===== config.mk =====
export PLATFORM = sky130hd
export DESIGN_NAME = ole_cell
export DESIGN_NICKNAME = d
export VERILOG_FILES = /design/src/sv/ole_pkg.sv /design/src/sv/ole_cell.sv
export SDC_FILE = /design/constraint.sdc
export NUM_CORES = 1
export LEC_CHECK = 0
export BUFFER_PORTS_ARGS = -buffer_cell sky130_fd_sc_hd__buf_2
export CORE_MARGIN = 2
export CORE_UTILIZATION = 37
export CTS_BUF_LIST = sky130_fd_sc_hd__clkbuf_16
export DETAILED_ROUTE_END_ITERATION = 8
export PLACE_DENSITY = 0.79
export SLEW_MARGIN = 25
export SYNTH_ARGS = -nofsm -noshare
export SYNTH_HDL_FRONTEND = slang
export SYNTH_SLANG_ARGS = --single-unit

===== constraint.sdc =====
create_clock -name clk -period 2.5 [get_ports clk]
set_input_delay 0.25 -clock clk [delete_from_list [all_inputs] [get_ports clk]]
set_output_delay 0.25 -clock clk [all_outputs]
set_load 0.05 [all_outputs]

===== src/sv/ole_pkg.sv =====
`default_nettype none
package ole_pkg;

  localparam int CAPACITY = 256;
  localparam int CW       = $clog2(CAPACITY);     // cell index width
  localparam int NW       = $clog2(CAPACITY + 1); // count width
  localparam int GRP      = 16;                    // cells per group
  localparam int GW       = $clog2(GRP);
  localparam int NGRP     = CAPACITY / GRP;
  localparam int DW       = 32;

  typedef enum logic [3:0] {
    REQ_APPEND     = 4'd0,
    REQ_INSERT     = 4'd1,
    REQ_PREPEND    = 4'd2,
    REQ_CLEAR      = 4'd3,
    REQ_CONTAINS   = 4'd4,
    REQ_GET        = 4'd5,
    REQ_FIRST      = 4'd6,
    REQ_LAST       = 4'd7,
    REQ_INDEXOF    = 4'd8,
    REQ_LASTINDEX  = 4'd9,
    REQ_REMOVEAT   = 4'd10,
    REQ_RMFIRSTOCC = 4'd11,
    REQ_RMFIRST    = 4'd12,
    REQ_RMLAST     = 4'd13,
    REQ_RMLASTOCC  = 4'd14
  } req_t;

  typedef enum logic [2:0] {
    STAT_OK       = 3'd0,
    STAT_NOTFOUND = 3'd1,
    STAT_BADPOS   = 3'd2,
    STAT_EMPTY    = 3'd3,
    STAT_FULL     = 3'd4
  } stat_t;

  typedef enum logic [1:0] {
    ACT_NONE = 2'd0,
    ACT_INS  = 2'd1,
    ACT_REM  = 2'd2,
    ACT_CLR  = 2'd3
  } act_t;

  typedef enum logic [2:0] {
    ST_IDLE, ST_CMP, ST_GRP, ST_RES, ST_RD, ST_WR
  } state_t;

  typedef struct packed {
    act_t            act;
    logic [NW-1:0]   tpos;
    logic [DW-1:0]   nval;
    logic [DW-1:0]   cmp;
    logic [NW-1:0]   cnt;
  } cell_ctl_t;

  typedef struct packed {
    logic            any;
    logic [GW-1:0]   first;
    logic [GW-1:0]   last;
    logic [DW-1:0]   data;
  } grp_res_t;

endpackage
`default_nettype wire


===== src/sv/ole_cell.sv =====
`default_nettype none
module ole_cell
  import ole_pkg::*;
(
  input  wire logic          clk,
  input  wire logic [CW-1:0] idx,
  input  wire cell_ctl_t     ctl,
  input  wire logic [DW-1:0] left_val,
  input  wire logic [DW-1:0] right_val,
  output logic [DW-1:0]      val_r,
  output logic               eq_r,
  output logic [DW-1:0]      rd_val
);

  logic [DW-1:0] val_nxt;
  logic [NW-1:0] my_idx;
  logic          sel;

  assign my_idx = {1'b0, idx};
  assign sel    = (my_idx == ctl.tpos);
  assign rd_val = sel ? val_r : '0;

  always_comb begin
    val_nxt = val_r;
    case (ctl.act)
      ACT_INS: begin
        if (my_idx > ctl.tpos) val_nxt = left_val;
        else if (sel) val_nxt = ctl.nval;
      end
      ACT_REM: begin
        if (my_idx >= ctl.tpos) val_nxt = right_val;
      end
      default: val_nxt = val_r;
    endcase
  end

  always_ff @(posedge clk) begin
    val_r <= val_nxt;
    eq_r  <= (val_r == ctl.cmp) && (my_idx < ctl.cnt);
  end

endmodule
`default_nettype wire


==> flow_summary.html <==
<table>
<tr><th>Metric</th><th>Value</th></tr>
<tr><th colspan="2">Status</th></tr>
<tr><td>Run status</td><td>finished, final reports clean</td></tr>
<tr><th colspan="2">Global routing</th></tr>
<tr><td>Maximum number of pins on one net before global-route repair</td><td>45</td></tr>
<tr><td>Remaining Overflow, GRT</td><td>0</td></tr>
<tr><td>Initial antenna violation count</td><td>2</td></tr>
<tr><td>Global-route wire length before repair</td><td>15.5 mm</td></tr>
<tr><td>GRT Util Overall</td><td>23.0%</td></tr>
<tr><td>Number of global-route vias before repair</td><td>3,224</td></tr>
<tr><th colspan="2">Timing</th></tr>
<tr><td>Final Setup Violations</td><td>0</td></tr>
<tr><td>Final-layout setup total negative slack</td><td>0 ns</td></tr>
<tr><td>Relative slew margins</td><td>66.1%</td></tr>
<tr><td>Number of hold violations in the final report</td><td>0</td></tr>
<tr><td>Tmin final</td><td>2.12 ns</td></tr>
<tr><td>Measured slew at the worst slew-check pin</td><td>0.504 ns</td></tr>
<tr><td>Number of max-slew violations in the final report</td><td>0</td></tr>
<tr><td>RSZ-0062 raised after global routing</td><td>no</td></tr>
<tr><td>Max Freq</td><td>471 MHz</td></tr>
<tr><td>Worst clock skew</td><td>0.00558 ns</td></tr>
<tr><td>Final cycle utilization of the critical path</td><td>85.0%</td></tr>
<tr><th colspan="2">Worst setup path</th></tr>
<tr><td>Worst Path Class, Setup</td><td>input port to output pin</td></tr>
<tr><td>Arrival @ worst endpoint</td><td>1.87 ns</td></tr>
<tr><td>Maximum single-stage delay on the critical path</td><td>0.34 ns</td></tr>
<tr><td>Data required time of the critical path</td><td>2.25 ns</td></tr>
<tr><td>Cell-by-cell trace of the critical path</td><td>buf_2, ha_1, nand4_2, nor4_4, buf_4, and2_1, buf_2</td></tr>
<tr><td>Reg-to-Reg Start</td><td>val_r[23]$_DFFE_PP_</td></tr>
<tr><td>Largest fanout of any net on the critical path</td><td>17</td></tr>
<tr><td>Kind of end point of the critical path</td><td>output pin</td></tr>
<tr><td>Startpoint type of the worst setup path</td><td>input port</td></tr>
<tr><td>WP buf/inv</td><td>3</td></tr>
<tr><td>Cell with the largest stage delay on the worst path</td><td>ha_1</td></tr>
<tr><td>Critical path's top delay family</td><td>simple AND/OR/NAND/NOR gates</td></tr>
<tr><td>Cell with the most instances on the worst path</td><td>buf_2</td></tr>
<tr><td>Startpoint of the most critical setup path</td><td>idx[4]</td></tr>
<tr><th colspan="2">Logic synthesis</th></tr>
<tr><td>Dominant combinational cell family by area after synthesis</td><td>compound AO/OA/AOI/OAI gates</td></tr>
<tr><td>Basic-gate share of the synthesized area counting and, or, nand and nor cells</td><td>20.4%</td></tr>
<tr><td>Sequential-to-total area share from yosys stat</td><td>32.7%</td></tr>
<tr><td>Synthesized net count</td><td>496</td></tr>
<tr><td>Number of synthesized flops with an enable pin</td><td>32</td></tr>
<tr><td>Top area cells in the synthesized netlist</td><td>edfxtp_1 (32%), o211ai_2 (13%), o211ai_1 (8.8%)</td></tr>
<tr><td>Synth Area in Adders</td><td>6.26%</td></tr>
<tr><td>Synth async-reset ratio</td><td>0%</td></tr>
<tr><td>Mean post-synth cell area</td><td>9.25 um2</td></tr>
<tr><td>Yosys Warn Count</td><td>0</td></tr>
<tr><td>Synth cell types</td><td>35</td></tr>
<tr><td>Number of cells produced by synthesis</td><td>324</td></tr>
<tr><td>Leading register cell type out of synthesis</td><td>edfxtp_1</td></tr>
<tr><td>Post-synthesis mux area share</td><td>0%</td></tr>
<tr><td>Synthesized cell area</td><td>3000 um2</td></tr>
<tr><td>Largest area contributor in the synthesized netlist</td><td>edfxtp_1</td></tr>
<tr><td>Area share of xor/xnor cells in the synthesized design</td><td>9.35%</td></tr>
<tr><td>Register bit count reported by yosys</td><td>33</td></tr>
<tr><td>Area share of the largest cell type after synthesis</td><td>32.1%</td></tr>
<tr><td>Compound-Gate Fraction of Synth Area</td><td>25.1%</td></tr>
<tr><th colspan="2">Clocking</th></tr>
<tr><td>Setup Buffers After CTS</td><td>0</td></tr>
<tr><td>Quantity of gates resized following cts</td><td>0</td></tr>
<tr><td>Number of buffers on the longest clock path</td><td>2</td></tr>
<tr><td>Post-cts hold buffer count</td><td>0</td></tr>
<tr><td>Clock input transition at the sequential cells of the worst setup and hold paths</td><td>0.05 ns</td></tr>
<tr><td>H-tree depth</td><td>2</td></tr>
<tr><td>CTS tree</td><td>yes</td></tr>
<tr><td>Root buffer cell</td><td>clkbuf_16</td></tr>
<tr><td>Clock buffer count from CTS</td><td>5</td></tr>
<tr><td>Total number of clock tree sinks</td><td>33</td></tr>
<tr><td>Source-to-sink clock delay at the later pin of the worst-skew pair</td><td>0.27 ns</td></tr>
<tr><th colspan="2">Layout</th></tr>
<tr><td>Most frequent standard cell in the layout excluding fill and tap cells</td><td>buf_2</td></tr>
<tr><td>Leading cell types in the layout, fill and taps excluded</td><td>buf_2 (221), nand2_1 (65), o211ai_1 (35)</td></tr>
<tr><td>Share of layout cells above drive strength 1</td><td>51.4%</td></tr>
<tr><td>Total Nets Final</td><td>709</td></tr>
<tr><td>Area grow syn2layout</td><td>45.8%</td></tr>
<tr><th colspan="2">Min path</th></tr>
<tr><td>Hold Crit Start</td><td>right_val[18]</td></tr>
<tr><td>Hold crit path type</td><td>input port to register</td></tr>
<tr><th colspan="2">Place</th></tr>
<tr><td>Count of port buffers added during placement</td><td>221</td></tr>
<tr><td>Routability cong.</td><td>0.834</td></tr>
<tr><td>HPWL after detailed placement</td><td>8.55 mm</td></tr>
<tr><th colspan="2">Detailed routing</th></tr>
<tr><td>Count of vias placed by the detailed router</td><td>3,295</td></tr>
<tr><td>Vias per std cell</td><td>5.14</td></tr>
<tr><td>Number of DRC violations after detailed-routing iteration 0</td><td>89</td></tr>
<tr><td>Total wirelength of the detailed-routed design</td><td>10.5 mm</td></tr>
<tr><td>DRC Markers</td><td>0</td></tr>
<tr><td>First-pass detailed-route iteration total</td><td>4</td></tr>
<tr><td>Routed Antenna Nets</td><td>0</td></tr>
<tr><td>Average routed wire per standard cell</td><td>16.4 um</td></tr>
<tr><th colspan="2">Power</th></tr>
<tr><td>Maximum VDD drop</td><td>264 uV</td></tr>
<tr><td>Cell Pwr Density</td><td>448 nW/um2</td></tr>
<tr><td>Leakage dissipation</td><td>2.14 nW</td></tr>
<tr><td>Post-route total power</td><td>1.96 mW</td></tr>
<tr><th colspan="2">Floorplanning</th></tr>
<tr><td>Starting density of the core</td><td>38.6%</td></tr>
<tr><td>Vertical extent of the die</td><td>94.0 um</td></tr>
<tr><td>Core area</td><td>7770 um2</td></tr>
<tr><td>Die area</td><td>8840 um2</td></tr>
<tr><td>Total I/O pin count</td><td>222</td></tr>
<tr><td>Die X-Extent</td><td>94.0 um</td></tr>
<tr><td>Cell row count</td><td>32</td></tr>
<tr><th colspan="2">Job</th></tr>
<tr><td>MaxCap Viol Count</td><td>0</td></tr>
</table>
[synthesized netlist by cell type, drive strengths merged (2+ instances only)]
| cell | count |
|---|---|
| a211oi | 2 |
| edfxtp | 32 |
| nand2 | 65 |
| nor2 | 3 |
| nand2b | 2 |
| nor4 | 4 |
| nor3 | 3 |
| xor2 | 9 |
| and2 | 32 |
| a21oi | 6 |
| nand3 | 2 |
| ha | 15 |
| clkbuf | 17 |
| nand4 | 8 |
| xnor2 | 23 |
| inv | 17 |
| a21o | 3 |
| buf | 7 |
| nor2b | 2 |
| o211ai | 65 |
| o21ai | 2 |
[path summary, 6_finish.rpt]
path | to | slack, ns | depth (start not counted)
hold / removal | val_r[18]$_DFFE_PP_ | 0.27 | 3
setup reg to reg | eq_r$_DFF_P_ | 0.52 | 5
hold reg to reg | eq_r$_DFF_P_ | 0.68 | 3
setup / recovery | rd_val[31] | 0.38 | 7
[state kept, by name, summed over array words and instances (netlist names)]
| name | flops |
|---|---|
| eq_r | 1 |
| val_r | 32 |
[where the power goes]
group	internal (mW)	switching, mW	leakage [nW]
registers	0.663	0.0370	0.292
logic	0.268	0.420	1.78
clock network	0.356	0.212	0.0685
[through the flow]
stage	util [%]	std cells	cell area (um2)	worst slack, ns	hold slack (ns)
finish	56.3	641	4370	0.375	0.270
global route	56.3	641	4370	0.250	0.272
floorplan	-	324	3000	0.0666	0.420
global placement	54.5	632	4230	0.307	0.544
detailed placement	54.5	632	4230	0.246	0.548
CTS	56.2	639	4370	0.347	0.265
[routing by layer]
| metal | vias to the layer above | track usage, % | routed length (um) |
|---|---|---|---|
| li1 | 1589 | - | - |
| met1 | 1532 | 26.0 | 4110 |
| met2 | 160 | 44.2 | 5520 |
| met3 | 14 | 2.81 | 698 |
| met4 | 0 | 7.49 | 179 |
| met5 | - | 0 | 0 |
[tightest hold or removal path, cell delays in order]
cell,delay (ns)
buf_2,0.08
nand2_1,0.05
o211ai_2,0.06
[cell families after synthesis]
kind of cell	count (synthesis)
AOI/OAI and AO/OA	81
xor gates and xnor gates	32
adders and majority gates	15
buffers and inverters	41
DFF	33
and+or+nand+nor	122
[cell type report]
type | count | area (um2)
diodes | 2 | 5.00
multi-input cells | 250 | 1860
flip-flops and latches | 33 | 981
repair buffers | 230 | 1200
clock buffers | 5 | 125
well taps | 102 | 128
clock inverters | 2 | 7.51
inverters | 17 | 63.8
fillers | 698 | 3400
(Power assumes the default switching activity.)
