### src/sv/ole_pkg.sv
`default_nettype none
package ole_pkg;

  localparam int CAPACITY = 256;
  localparam int CW       = $clog2(CAPACITY);     // cell index width
  localparam int NW       = $clog2(CAPACITY + 1); // count width
  localparam int GRP      = 16;                    // cells per group
  localparam int GW       = $clog2(GRP);
  localparam int NGRP     = CAPACITY / GRP;
  localparam int DW       = 32;

  typedef enum logic [3:0] {
    REQ_APPEND     = 4'd0,
    REQ_INSERT     = 4'd1,
    REQ_PREPEND    = 4'd2,
    REQ_CLEAR      = 4'd3,
    REQ_CONTAINS   = 4'd4,
    REQ_GET        = 4'd5,
    REQ_FIRST      = 4'd6,
    REQ_LAST       = 4'd7,
    REQ_INDEXOF    = 4'd8,
    REQ_LASTINDEX  = 4'd9,
    REQ_REMOVEAT   = 4'd10,
    REQ_RMFIRSTOCC = 4'd11,
    REQ_RMFIRST    = 4'd12,
    REQ_RMLAST     = 4'd13,
    REQ_RMLASTOCC  = 4'd14
  } req_t;

  typedef enum logic [2:0] {
    STAT_OK       = 3'd0,
    STAT_NOTFOUND = 3'd1,
    STAT_BADPOS   = 3'd2,
    STAT_EMPTY    = 3'd3,
    STAT_FULL     = 3'd4
  } stat_t;

  typedef enum logic [1:0] {
    ACT_NONE = 2'd0,
    ACT_INS  = 2'd1,
    ACT_REM  = 2'd2,
    ACT_CLR  = 2'd3
  } act_t;

  typedef enum logic [2:0] {
    ST_IDLE, ST_CMP, ST_GRP, ST_RES, ST_RD, ST_WR
  } state_t;

  typedef struct packed {
    act_t            act;
    logic [NW-1:0]   tpos;
    logic [DW-1:0]   nval;
    logic [DW-1:0]   cmp;
    logic [NW-1:0]   cnt;
  } cell_ctl_t;

  typedef struct packed {
    logic            any;
    logic [GW-1:0]   first;
    logic [GW-1:0]   last;
    logic [DW-1:0]   data;
  } grp_res_t;

endpackage
`default_nettype wire

### src/sv/ole_grp.sv
`default_nettype none
module ole_grp
  import ole_pkg::*;
(
  input  wire logic                  clk,
  input  wire logic [GRP-1:0]        eq,
  input  wire logic [GRP-1:0][DW-1:0] rd,
  output grp_res_t                   res_r
);

  grp_res_t res_nxt;

  always_comb begin
    res_nxt.any   = |eq;
    res_nxt.first = '0;
    res_nxt.last  = '0;
    res_nxt.data  = '0;
    for (int i = GRP - 1; i >= 0; i--) begin
      if (eq[i]) res_nxt.first = GW'(i);
    end
    for (int i = 0; i < GRP; i++) begin
      if (eq[i]) res_nxt.last = GW'(i);
      res_nxt.data = res_nxt.data | rd[i];
    end
  end

  always_ff @(posedge clk) begin
    res_r <= res_nxt;
  end

endmodule
`default_nettype wire

### config.mk
export PLATFORM = sky130hd
export DESIGN_NAME = ole_grp
export DESIGN_NICKNAME = d
export VERILOG_FILES = /design/src/sv/ole_pkg.sv /design/src/sv/ole_grp.sv
export SDC_FILE = /design/constraint.sdc
export NUM_CORES = 1
export LEC_CHECK = 0
export BUFFER_PORTS_ARGS = -buffer_cell sky130_fd_sc_hd__buf_2
export CORE_AREA = 2 2 221 223
export DETAILED_ROUTE_END_ITERATION = 8
export DIE_AREA = 0 0 223 225
export GPL_TIMING_DRIVEN = 0
export PLACE_DENSITY = 0.3
export SETUP_SLACK_MARGIN = 0.5
export SLEW_MARGIN = 20
export SYNTH_ARGS = -nofsm -noshare
export SYNTH_HDL_FRONTEND = slang
export SYNTH_SLANG_ARGS = --single-unit
### constraint.sdc
create_clock -name clk -period 1.7 [get_ports clk]
set_input_delay 0.085 -clock clk [delete_from_list [all_inputs] [get_ports clk]]
set_output_delay 0.085 -clock clk [all_outputs]
set_load 0.01 [all_outputs]
==> results.toml, run 1 <==
[run_status]
status = "did not finish"
haltStage = "4_1_cts"
tool.error = "[ERROR RSZ-0060] Max buffer count reached."

[die]
die_w_um = 223
rows = 80
fp.dieH_um = 225
top_level_ports = 570
start_util = 0.0442

[clocking]
cts_setup_buffers = 0
clk_path_buf_depth = 2
cts_max_level = 2
clk_root_buffer_cell = "clkbuf_16"
ctsHoldBuffers = 289
cts_buffers = 5
cts_num_sinks = 41
ctsResizeCount = 0

[synthesis]
synth.top_cell.area_share = 0.391
synth_cells = 250
synth_largest_area_cell = "dfxtp_1"
syn_area_per_cell_sq_um = 8.40
syn_area_sq_um = 2100
yosys_warnings = 0
ys_seq_area_frac = 0.391
yosysUniqueCellTypes = 23
synth_nets = 779
ys_seq_elements = 41
ys_top_cells_by_area = "dfxtp_1, nor4_1, nand4_1"

[place]
gp_congestion = 0.859
dp_hpwl_mm = 20.4
port-buffer-count = 569
## synthesized netlist by cell type
cell type,n
nor4_1,130
dfxtp_1,41
nand4_1,32
nor2_1,12
inv_1,6
a21oi_1,4
nand2_1,4
o21ai_0,4
o311ai_0,2
o31ai_1,2
a21o_2,1
a311o_1,1
a31oi_1,1
and3_1,1
nand2b_1,1
nand3_1,1
nand3_2,1
nor4_4,1
o21a_1,1
o22ai_1,1
o311a_1,1
or2b_1,1
or3_1,1
## metrics by stage
step | cell area [sq um] | std cells | utilization | hold WS (ps) | setup WS, ps
after detailed placement | 5720 | 1434 | 0.120 | 284 | 329
after floorplan | 2100 | 250 | - | 188 | 823
after global placement | 5720 | 1434 | 0.120 | 290 | 398
## cells by family after synthesis
group,share of synthesized area
AND/OR/NAND/NOR,0.541
flip-flops,0.391
buffers and inverters,0.0107
AO/OA/AOI/OAI,0.0578
==> inputs of run 2 (changes only) <==
--- a/config.mk
+++ b/config.mk
@@ -10,8 +10,7 @@
 export DETAILED_ROUTE_END_ITERATION = 8
 export DIE_AREA = 0 0 223 225
 export GPL_TIMING_DRIVEN = 0
-export PLACE_DENSITY = 0.3
-export SETUP_SLACK_MARGIN = 0.5
+export PLACE_DENSITY_LB_ADDON = 0.15
 export SLEW_MARGIN = 20
 export SYNTH_ARGS = -nofsm -noshare
 export SYNTH_HDL_FRONTEND = slang
==> run 2 against run 1 <==
  * The run now ends clean
  * Synthesized cell count unchanged
  * Synthesized area unchanged
==> results.toml, run 2 <==
[cells_and_area]
top_register = "res_r"
fin_util = 0.172
area_growth_pct = 290
final_common_cell = "buf_2"
drive_gt1_frac = 0.549
nets = 1585
multi_input_area_sq_um = 1260
ff_latch_area_sq_um = 821
stdcell_count = 1673
reg_top3 = "res_r x41"
nFillCells = 5356
largest_reg_flops = 41
final_cell_mix = "buf_2, dlygate4sd3_1, nor4_1"
stdcell_area_sq_um = 8190

[grt]
grt_overflow = 0
antenna_found_initial = 3
grt_pass1_vias = 6033
track_usage = 0.0855
grt_pass1_wl_mm = 31.8
grt_max_degree = 15

[clocking]
clk_root_buffer_cell = "clkbuf_16"
cts_num_sinks = 41
cts_tree = "built"
clk_path_buf_depth = 2
cts.clk_slew.worst_paths_ps = 70
cts_setup_buffers = 0
ctsResizeCount = 0
cts_max_level = 2
cts_buffers = 5

[job]
maxCapViolations = 0

[place]
port-buffer-count = 569
dp_hpwl_mm = 18.4
dpl_cell_area_sq_um = 5720
place_ws_ps = 446
gp_congestion = 0.817
dp.cells = 1434

[critical_path]
required_ps = 1840
endpoint_kind = "flop"
criticalPathCategory = "in2reg"
start_kind = "primary input"
critical_path.max_fanout = 1
critPathArrivalTime_ps = 1700
cp-startpoint = "rd[234]"
endpoint = "res_r[10]$_DFF_P_"

[timing]
fmax_mhz = 640
hold_viol = 0
slew_viol_final = 0
worst_pin_slew_ps = 611
setup_tns_ps = 0
hold_ws_ps = 32.8
finalWorstSetupSlack_ps = 138
period_share = 0.919
fin_crit_ps = 1560
slew_headroom = 0.588
rsz0062_at_grt = "no"
setup_viol = 0

[power_and_ir_drop]
comb_power_share = 0.332
power_density_nw_per_um2 = 403
p_clk_frac = 0.374
p_total_mw = 3.30
netSwitchingFraction = 0.271
vdd_drop_max_mv = 0.316
p_sw_uw = 893
p_leak_nw = 4.00
p_int_mw = 2.41
seq_power_share = 0.294

[min_path]
min_path_type = "in2reg"

[synthesis]
synth_cells = 250
synth_common_cells = "nor4_1, dfxtp_1, nand4_1, nor2_1, inv_1"
yosys_warnings = 0
synth_edf_count = 0
synth_largest_area_cell = "dfxtp_1"
ys_seq_area_frac = 0.391
synth.top_cell.area_share = 0.391
yosysMostFrequentCell = "nor4_1"
ys_seq_elements = 41
ys.flop_type = "dfxtp_1"
synthArstFlopShare = 0
synth_nets = 779
syn_area_sq_um = 2100
ys_top_cells_by_area = "dfxtp_1, nor4_1, nand4_1"
syn_area_per_cell_sq_um = 8.40
yosysUniqueCellTypes = 23

[route]
dr.pass1.iters = 4
drcViolationCount = 0
wl_per_cell_um = 13.5
via_per_inst = 3.34
drtIter0Drc = 117
ant_nets = 0
drt-total-wl_mm = 22.6
vias = 5590

[die]
coreArea_sq_um = 47500
design.die.area_sq_um = 50200
top_level_ports = 570
rows = 80
start_util = 0.0442
die_w_um = 223
fp.dieH_um = 225

[run_status]
status = "finished clean"
[run 2: kinds of logic (layout without fill, tap and decap cells)]
group                  after synthesis  count (layout)  share of synthesized area
AO/OA/AOI/OAI                       18              18                     0.0578
buffers and inverters                6             813                     0.0107
flip-flops                          41              41                      0.391
other                                0               1                          0
AND/OR/NAND/NOR                    185             185                      0.541
[run 2: timing repair]
item                                    in CTS  in global routing
endpoints found under the setup margin       0                  0
hold buffers                               230                  0
endpoints found under the hold margin       31                  0
[run 2: worst max-delay path, cell delays in order]
cell           delay (ps)
dlygate4sd3_1         540
buf_2                 120
nor4_1                160
dlygate4sd3_1         610
nand4_1               180
[run 2: layout make-up]
class	count	share of cell area
timing repair buffer	799	0.628
multi-input combinational	203	0.153
sequential	41	0.100
tap	615	0.0939
clock buffer	5	0.0153
clock inverter	3	0.00565
inverter	6	0.00275
antenna	1	0.000305
[run 2: worst min path at each step]
| stage | from | endpoint | slack [ps] | cells after the start |
|---|---|---|---|---|
| 6_report | rd[336] | res_r[16]$_DFF_P_ | 30 | 3 |
| 5_1_grt | rd[70] | res_r[6]$_DFF_P_ | 10 | 3 |
| 4_1_cts | rd[243] | res_r[19]$_DFF_P_ | 3 | 3 |
| 3_5_place_dp | rd[480] | res_r[0]$_DFF_P_ | 290 | 3 |
| 3_3_place_gp | rd[491] | res_r[11]$_DFF_P_ | 290 | 3 |
| 2_1_floorplan | rd[480] | res_r[0]$_DFF_P_ | 190 | 2 |
[run 2: routing by layer]
layer  wire length (um)  up-vias  GRT usage
met5                  0        -          0
met3               1400       50     0.0205
met2              11900      301      0.159
met1               8230     2519     0.0855
li1                   -     2720          -
met4               1120        0     0.0556
[run 2: power by group through the flow]
stage / clock network, mW / logic, mW / registers [mW]
final: 1.23 / 1.10 / 0.969
after global routing: 1.40 / 1.19 / 0.970
after CTS: 1.38 / 1.08 / 0.969
after detailed placement: 0 / 0.773 / 0.992
after global placement: 0 / 0.773 / 0.992
after floorplan: 0 / 0.0874 / 0.996
No activity file was read; power rests on OpenSTA's default activity.
==> inputs of run 3 (changes only) <==
--- a/config.mk
+++ b/config.mk
@@ -11,6 +11,7 @@
 export DIE_AREA = 0 0 223 225
 export GPL_TIMING_DRIVEN = 0
 export PLACE_DENSITY_LB_ADDON = 0.15
+export RECOVER_POWER = 50
 export SLEW_MARGIN = 20
 export SYNTH_ARGS = -nofsm -noshare
 export SYNTH_HDL_FRONTEND = slang
==> run 3 against run 2 <==
  * Worst hold slack improved by 2.8 ps
  * Die area stayed put
  * Utilization decreased by 0.10 points
  * Via count is 0.13% lower
  * Fmax barely moved
==> results.toml, run 3 (synthesis results as in run 2) <==
[run_status]
status = "finished clean"

[place]
port-buffer-count = 569
dpl_cell_area_sq_um = 5720
dp_hpwl_mm = 18.4
dp.cells = 1434
gp_congestion = 0.817

[power_and_ir_drop]
comb_power_share = 0.331
p_clk_frac = 0.375
p_leak_nw = 3.95
p_sw_uw = 893
power_density_nw_per_um2 = 405
p_int_mw = 2.40
netSwitchingFraction = 0.271
vdd_drop_max_mv = 0.314
seq_power_share = 0.294

[cells_and_area]
nFillCells = 5379
stdcell_area_sq_um = 8150
ff_latch_area_sq_um = 821
top_register = "res_r"
area_growth_pct = 288
largest_reg_flops = 41
nets = 1585
stdcell_count = 1673
final_cell_mix = "buf_2, dlygate4sd3_1, nor4_1"
final_common_cell = "buf_2"
drive_gt1_frac = 0.512
reg_top3 = "res_r x41"
multi_input_area_sq_um = 1260
fin_util = 0.171

[timing]
rsz0062_at_grt = "no"
hold_viol = 0
fmax_mhz = 640
setup_viol = 0
period_share = 0.919
worst_pin_slew_ps = 647
slew_viol_final = 0
setup_tns_ps = 0
slew_headroom = 0.564
fin_crit_ps = 1560

[critical_path]
criticalPathCategory = "in2reg"
endpoint = "res_r[10]$_DFF_P_"
critPathArrivalTime_ps = 1700
required_ps = 1840
start_kind = "primary input"
endpoint_kind = "flop"
critical_path.max_fanout = 1
cp-startpoint = "rd[234]"

[grt]
antenna_found_initial = 3
track_usage = 0.0855
grt_overflow = 0
grt_pass1_vias = 6033
grt_max_degree = 15
grt_pass1_wl_mm = 31.8

[route]
via_per_inst = 3.34
ant_nets = 0
drtIter0Drc = 122
dr.pass1.iters = 4
drt-total-wl_mm = 22.6
wl_per_cell_um = 13.5
vias = 5583
drcViolationCount = 0

[die]
rows = 80
top_level_ports = 570
die_w_um = 223
design.die.area_sq_um = 50200
coreArea_sq_um = 47500
fp.dieH_um = 225
start_util = 0.0442

[min_path]
worstHoldStart = "rd[6]"
min_path_type = "in2reg"

[clocking]
cts_tree = "built"
cts_max_level = 2
clk_path_buf_depth = 2
cts.clk_slew.worst_paths_ps = 70
cts_buffers = 5
cts_num_sinks = 41
clk_root_buffer_cell = "clkbuf_16"
ctsResizeCount = 0
cts_setup_buffers = 0

[job]
maxCapViolations = 0
[run 3: cell count changes in the layout (fill, tap and decap cells not counted)]
cell,previous run,this run
buf_2,569,530
clkbuf_1,0,39
[run 3: cell type report]
class,count,share of cell area
repair buffers,799,0.626
multi-input cells,203,0.154
flip-flops and latches,41,0.101
well taps,615,0.0945
clock buffers,5,0.0154
clock inverters,3,0.00568
inverters,6,0.00276
diodes,1,0.000307
[run 3: worst min-delay path by stage]
stage	end	slack [ps]	cells after the start
final	res_r[6]$_DFF_P_	40	3
after global routing	res_r[6]$_DFF_P_	10	3
after CTS	res_r[19]$_DFF_P_	3	3
after detailed placement	res_r[0]$_DFF_P_	290	3
after global placement	res_r[11]$_DFF_P_	290	3
after floorplan	res_r[0]$_DFF_P_	190	2
[run 3: metrics by stage]
step,setup slack [ps],total power [mW],hold WS (ps)
floorplan,823,1.08,188
global placement,461,1.76,292
CTS,217,3.43,2.80
detailed placement,446,1.76,288
global route,37.6,3.55,11.5
finish,138,3.30,35.5
[run 3: power groups by stage]
stage               registers (mW)  logic, mW  clock network (mW)
finish                       0.969       1.09                1.23
global route                 0.971       1.19                1.40
CTS                          0.969       1.08                1.38
detailed placement           0.992      0.773                   0
global placement             0.992      0.773                   0
floorplan                    0.996     0.0874                   0
[run 3: worst max-delay path, stage by stage]
cell and delay [ps]:
dlygate4sd3_1 540, buf_2 120, nor4_1 160, dlygate4sd3_1 610, nand4_1 180
[run 3: repair_timing]
action | 4_1_cts | 5_1_grt
endpoints found under the hold margin | 31 | 0
setup endpoints to repair | 0 | 0
hold buffers | 230 | 0
[run 3: metal layers]
metal	track usage	up-vias	wire length, um
met2	0.159	301	11900
met1	0.0855	2513	8250
met5	0	-	0
met3	0.0205	50	1390
li1	-	2719	-
met4	0.0556	0	1120
